File: config.mk
export PLATFORM = sky130hd
export DESIGN_NAME = icig_mem
export DESIGN_NICKNAME = d
export VERILOG_FILES = /design/src/sv/icig_mem.sv
export SDC_FILE = /design/constraint.sdc
export NUM_CORES = 1
export LEC_CHECK = 0
export BUFFER_PORTS_ARGS = -buffer_cell sky130_fd_sc_hd__buf_2
export CORE_MARGIN = 5
export CORE_UTILIZATION = 54
export CTS_BUF_LIST = sky130_fd_sc_hd__clkbuf_16
export DETAILED_ROUTE_END_ITERATION = 12
export PLACE_DENSITY = 0.71
export SYNTH_ARGS = -nofsm -noshare
export SYNTH_HDL_FRONTEND = slang
export SYNTH_SLANG_ARGS = --single-unit
File: constraint.sdc
create_clock -name clk -period 2.99 [get_ports clk]
set_clock_uncertainty 0.05 [all_clocks]
set_input_delay 0.1495 -clock clk [delete_from_list [all_inputs] [get_ports clk]]
set_output_delay 0.1495 -clock clk [all_outputs]
set_load 0.05 [all_outputs]
File: src/sv/icig_mem.sv
// Single-port-write, single-port-read synchronous memory with registered read data.
module icig_mem #(
  parameter int DEPTH = 16,
  parameter int WIDTH = 16
) (
  input  logic                     clk,
  input  logic                     we,
  input  logic [$clog2(DEPTH)-1:0] waddr,
  input  logic [WIDTH-1:0]         wdata,
  input  logic [$clog2(DEPTH)-1:0] raddr,
  output logic [WIDTH-1:0]         rdata
);

  logic [WIDTH-1:0] mem [DEPTH];

  // Write port and registered read port.
  always_ff @(posedge clk) begin
    if (we) begin
      mem[waddr] <= wdata;
    end
    rdata <= mem[raddr];
  end

endmodule

Word level (Yosys, flattened, before mapping)

Memories as Yosys holds them, arrays and structs flattened. A register that Yosys moved wholly into a read port is not among the register bits.
Index checks and enable logic that the tools add are counted.

Bits in registers: 0
RAM bits: 256
Input bits: 26
Logic and storage cells: 3
Memories: 1

Memory list:

| name | words | bits a word | read ports | clocked after Yosys merged registers in | wr ports | RTL line | source |
|---|---|---|---|---|---|---|---|
| mem  | 16    | 16          | 1          | 1                                       | 1        | 14       | `logic [WIDTH-1:0] mem [DEPTH];` |

Muxes and demuxes: 2

Operators with widths:

| cell              | count |
|---|---|
| two-way mux 1 bit | 2 |

Logic depth before layout (Yosys ltp)

Gate-level depths: netlist of the first run.

Depth in word-level cells: 2
Depth in mapped cells: 5

Least setup slack after synthesis of the first run

No wires, ideal clock.

Kind: input to register
Start: input port waddr[2]
End: memory mem[0][0] (enable)
Library setup time: 0.409 ns
Arrival time: 1.795 ns
Slack: 0.735 ns
Stages: 2
Buffers on the path: 0
Cell sequence: or3b_2 -> nor3_1

RTL lines:

| item               | RTL line | source |
|---|---|---|
| start: declaration | 8        | `input logic [$clog2(DEPTH)-1:0] waddr,` |
| end: declaration   | 14       |  |

No word-level cell before the write port.

Final worst setup path of the first run

Start: input port waddr[2]
End: memory mem[8][9] (enable)

No word-level cell before the write port.

==> out/metrics.cfg, run 1 <==
[finish]
antennaDiodeCount = 0
drive_above_1_share_pct = 32.2
layout.nets = 555
final-instance-count-excl-fill = 778
syn_to_final_growth_pct = 16.4
regArea_um2 = 8010
final_core_util_pct = 64.4
n_fill_cell = 1195
multi_input_area_um2 = 1960

[sta]
fin_crit_ns = 1.45
max_freq_mhz = 692
setup_tns_ns = 0
worstMarginPinSlew_ns = 0.982
finalSetupViolations = 0
max_slew_margin_pct = 34.6
drv_slew = 0
grt_setup_unrepaired = false
finalCritPeriodShare_pct = 48.3
hold_viol = 0

[floorplanning]
rows = 49
die_area_um2 = 21400
io_pins = 42
start_util_pct = 55.3
core_um2 = 18100
die_x_um = 146
chipHeight_um = 146

[detailed_routing]
wl_met3_mm = 1.24
ant_nets = 0
top_layer = met4
drtIter0Drc = 414
drc = 0
detail_route.wl_per_cell_um = 25.3
wl_met2_mm = 10.0
drtPass1Iterations = 5
wirelength_mm = 19.7
vias = 4681
wl_met1_mm = 8.01
via_per_inst = 6.02

[setup_path]
reg2reg_from = mem[1][10]
r2r_end = rdata[10]
cp_num_buf_inv = 2
path_cells = buf_2 > nand3b_1 > nor3_2 > buf_12
cp_slowest_cell = nor3_2
cp-start-kind = input pin
worst-r2r-cell-count = 3
cp.required_ns = 3.16
critical_path_class = in -> reg
worst_setup_path_end_kind = register
r2r_slack_ns = 1.59
crit_family = simple AND/OR/NAND/NOR gates
worst-path-max-fanout = 11
critPathMaxStageDelay_ns = 0.80
arrival_ns = 1.61

[synth]
yosysWarnings = 0
ys_types = 19
synth_area_um2 = 10000
synth_seq_area_share_pct = 79.7
syn_inst = 432
syn_nets = 458
syn_avg_cell_area_um2 = 23.2
ys_seq_elements = 272

[grt]
grt_pass1_wl_mm = 30.4
grt_start_max_net_pins = 28
antenna_found_initial = 0
grt_use_total_pct = 18.9
grt_pass1_vias = 4960
grt_overflow = 0

[clock_network]
numClockSinks = 272
cts_setup_buffers = 0
clockRootBuffer = clkbuf_16
clk_pin_slew_ns = 0.06
htreeDepth = 1
clock_latency_ns = 0.52
numCtsBuffers = 27
cts_resized = 0
cts_tree = yes
cts_buffer_depth = 3

[worst_hold_path]
holdPathStages = 2
hold_end = mem[8][15]
hp-start = waddr[1]
hold_path.class = in -> reg

[place]
io_buffers = 41
dp_hpwl_mm = 11.7
place_inst = 713
gp_congestion = 0.716

[power]
vdd_drop_max_mv = 0.509
cellLeakagePower_uw = 0.00389
power_density_nw_per_um2 = 667

[flow_run]
maxCapViolations = 0

[outcome]
status = completed

-- final cells by class --
| cell class | count | share of cell area [%] |
|---|---|---|
| Multi-Input combinational cell | 139 | 16.8 |
| Sequential cell | 272 | 68.5 |
| Clock inverter | 22 | 1.06 |
| Timing Repair Buffer | 89 | 5.42 |
| Tap cell | 229 | 2.45 |
| Clock buffer | 27 | 5.78 |
-- worst max-delay path by stage --
stage | cells after the start | from | slack (ns) | endpoint
after CTS | 5 | raddr[0] | 1.54 | rdata[2]
final | 4 | waddr[2] | 1.54 | mem[8][9]
after detailed placement | 5 | raddr[0] | 1.01 | rdata[1]
after global placement | 5 | raddr[0] | 1.01 | rdata[1]
after floorplan | 2 | waddr[2] | 0.74 | mem[0][0]
after global routing | 5 | raddr[0] | 1.44 | rdata[1]
-- where the power goes --
part	internal, uW	leakage (uW)	total (uW)	switching (uW)
Sequential	4260	0.00245	4280	21.2
Clock	1720	0.000412	3040	1320
Combinational	176	0.00103	476	300
-- metrics by stage --
stage / instance area [um2] / hold slack (ns) / total power, uW / setup WS (ns)
2_1_floorplan: 10000 / 0.198 / 4660 / 0.735
3_3_place_gp: 10700 / 0.464 / 4820 / 1.01
3_5_place_dp: 10700 / 0.485 / 4830 / 1.01
4_1_cts: 11700 / 0.127 / 7850 / 1.54
5_1_grt: 11700 / 0.149 / 8070 / 1.44
6_report: 11700 / 0.142 / 7790 / 1.54
-- layout by cell type (no fill, tap or decap), drive strengths merged, types with 7 or more instances in the layout --
master	n
clkinv	13
inv	7
mux4	64
nor2	13
a22oi	32
dlygate4sd3	16
edfxtp	256
nand2	17
buf	73
dfxtp	16
clkbuf	27
-- flip-flops by register name, summed over array words and instances (netlist names) --
signal  cells
rdata      16
mem       256
-- logic make-up (layout without fill, tap and decap cells) --
| logic type | count (synthesis) | in the layout | share of synthesized area, % |
|---|---|---|---|
| buffers and inverters | 21 | 138 | 1.23 |
| multiplexers | 64 | 64 | 14.7 |
| flip-flops | 272 | 272 | 79.7 |
| AO/OA/AOI/OAI | 32 | 32 | 2.39 |
| AND/OR/NAND/NOR | 43 | 43 | 1.92 |
-- per-layer routing --
metal  track usage [%]  vias up
li1                  -     2042
met1              26.5     2446
met2              31.7      160
met3              3.22       33
met4              4.47        0
met5                 0        -
-- cells in the mapped netlist --
cell | instances | share of area, %
nor2_1 | 13 | 0.49
buf_1 | 3 | 0.11
nand2b_1 | 2 | 0.12
buf_2 | 3 | 0.15
a22oi_1 | 32 | 2.4
or3b_2 | 1 | 0.087
nor3_1 | 4 | 0.20
and2_1 | 1 | 0.062
clkbuf_1 | 8 | 0.30
buf_4 | 3 | 0.22
mux4_1 | 10 | 2.6
nand3_1 | 1 | 0.050
edfxtp_1 | 256 | 77
mux4_2 | 54 | 12
nand2_1 | 17 | 0.64
buf_6 | 4 | 0.45
nand3b_1 | 2 | 0.15
dfxtp_1 | 16 | 3.2
nor2b_1 | 2 | 0.12
-- timing repair --
action / in CTS / in global routing
hold endpoints to repair: 256 / 0
endpoints found under the setup margin: 0 / 0
hold buffers: 16 / 0
Power figures use the tool's default switching activity.
==> inputs of run 2 (changes only) <==
- clock period: 2.99 -> 1.5 ns (I/O delays scaled with it)
==> out/metrics.cfg, run 2 (synthesis results as in run 1) <==
[outcome]
status = completed

[finish]
drive_above_1_share_pct = 32.7
layout_commonest_cell = edfxtp_1
layout.nets = 556
final_cell_mix = edfxtp_1 (256), mux4_2 (54), buf_2 (40)
syn_to_final_growth_pct = 18.9
n_fill_cell = 1192
reg_top3 = mem x256, rdata x16
final_core_util_pct = 65.8
regMostFlops = mem
final-instance-count-excl-fill = 779
largest_reg_flops = 256
antennaDiodeCount = 0

[sta]
fin_crit_ns = 1.40
max_slew_margin_pct = 77.4
hold_viol = 0
drv_slew = 0
grt_setup_unrepaired = false
max_freq_mhz = 716
finalSetupViolations = 0
finalCritPeriodShare_pct = 93.2
worstMarginPinSlew_ns = 0.339

[floorplanning]
io_pins = 42
start_util_pct = 55.3
die_x_um = 146
core_um2 = 18100
rows = 49
die_area_um2 = 21400
chipHeight_um = 146

[detailed_routing]
top_layer = met4
wl_met3_mm = 1.21
drc = 0
via_per_inst = 6.04
wl_met1_mm = 8.30
vias = 4703
drtIter0Drc = 451
wl_met2_mm = 9.75
detail_route.wl_per_cell_um = 25.2
drtPass1Iterations = 5
wirelength_mm = 19.6
ant_nets = 0

[place]
place_inst = 714
dp_hpwl_mm = 11.1
gp_congestion = 0.773
io_buffers = 41

[setup_path]
cp-start-kind = register
arrival_ns = 1.75
critical_path_class = reg -> reg
critPathMaxStageDelay_ns = 0.52
worst-path-max-fanout = 1
cp_slowest_cell = mux4_1
worst_setup_path_end_kind = register
cp.required_ns = 1.85
path_cells = mux4_1 > a22oi_1 > nand2_1

[clock_network]
cts_resized = 0
cts_buffer_depth = 3
clockRootBuffer = clkbuf_16
clk_pin_slew_ns = 0.06
numCtsBuffers = 27
cts_tree = yes
numClockSinks = 272
clock_latency_ns = 0.52
htreeDepth = 1

[worst_hold_path]
hold_path.class = in -> reg

[grt]
grt_use_total_pct = 18.7
grt_pass1_vias = 5025
grt_overflow = 0
antenna_found_initial = 0
grt_pass1_wl_mm = 30.1
grt_start_max_net_pins = 24

[flow_run]
maxCapViolations = 0

[power]
cellLeakagePower_uw = 0.00396
vdd_drop_max_mv = 0.958
power_density_nw_per_um2 = 1320

run 2: worst max-delay path: cells and delay by family, from the launching register on:
family,cells,cell delay [ns]
AOI/OAI and AO/OA,1,0.26
DFF,1,0.36
muxes,1,0.52
and+or+nand+nor,1,0.08
run 2: power breakdown:
group          internal, uW  switching, uW
logic                   385            609
registers              8490           48.1
clock network          3590           2630
run 2: cell type report:
cell class	count	area (um2)	share of cell area, %
clock buffer	27	676	5.66
sequential	272	8010	67.0
timing repair buffer	90	841	7.04
multi-input combinational	139	1990	16.6
clock inverter	22	148	1.24
tap	229	287	2.40
run 2: worst paths after layout:
| check | startpoint | end | slack [ns] | cells after the start |
|---|---|---|---|---|
| min | waddr[1] | mem[0][7] | 0.16 | 3 |
| max reg2reg | mem[1][10] | rdata[10] | 0.10 | 3 |
| min reg2reg | mem[14][15] | rdata[15] | 0.62 | 3 |
| max | mem[1][10] | rdata[10] | 0.10 | 3 |
run 2: what timing repair did:
action / CTS / global route
buffers inserted: 0 / 0
hold buffers: 16 / 0
setup endpoints to repair: 0 / 0
hold endpoints to repair: 256 / 0
run 2: metrics by stage:
stage / TNS [ns] / cell area (um2) / power [uW] / hold slack (ns) / worst slack (ns)
detailed placement: -0.264 / 11000 / 9680 / 0.410 / -0.0588
CTS: 0 / 11900 / 15900 / 0.148 / 0.106
global route: 0 / 11900 / 16300 / 0.165 / 0.0305
global placement: -0.178 / 11000 / 9640 / 0.390 / -0.0559
finish: 0 / 11900 / 15800 / 0.164 / 0.102
floorplan: -12.48 / 10100 / 9290 / 0.124 / -0.260
run 2: per-layer routing:
metal	vias to the layer above	track usage (%)
met2	165	30.0
li1	2035	-
met5	-	0
met4	0	4.42
met1	2474	27.3
met3	29	3.41
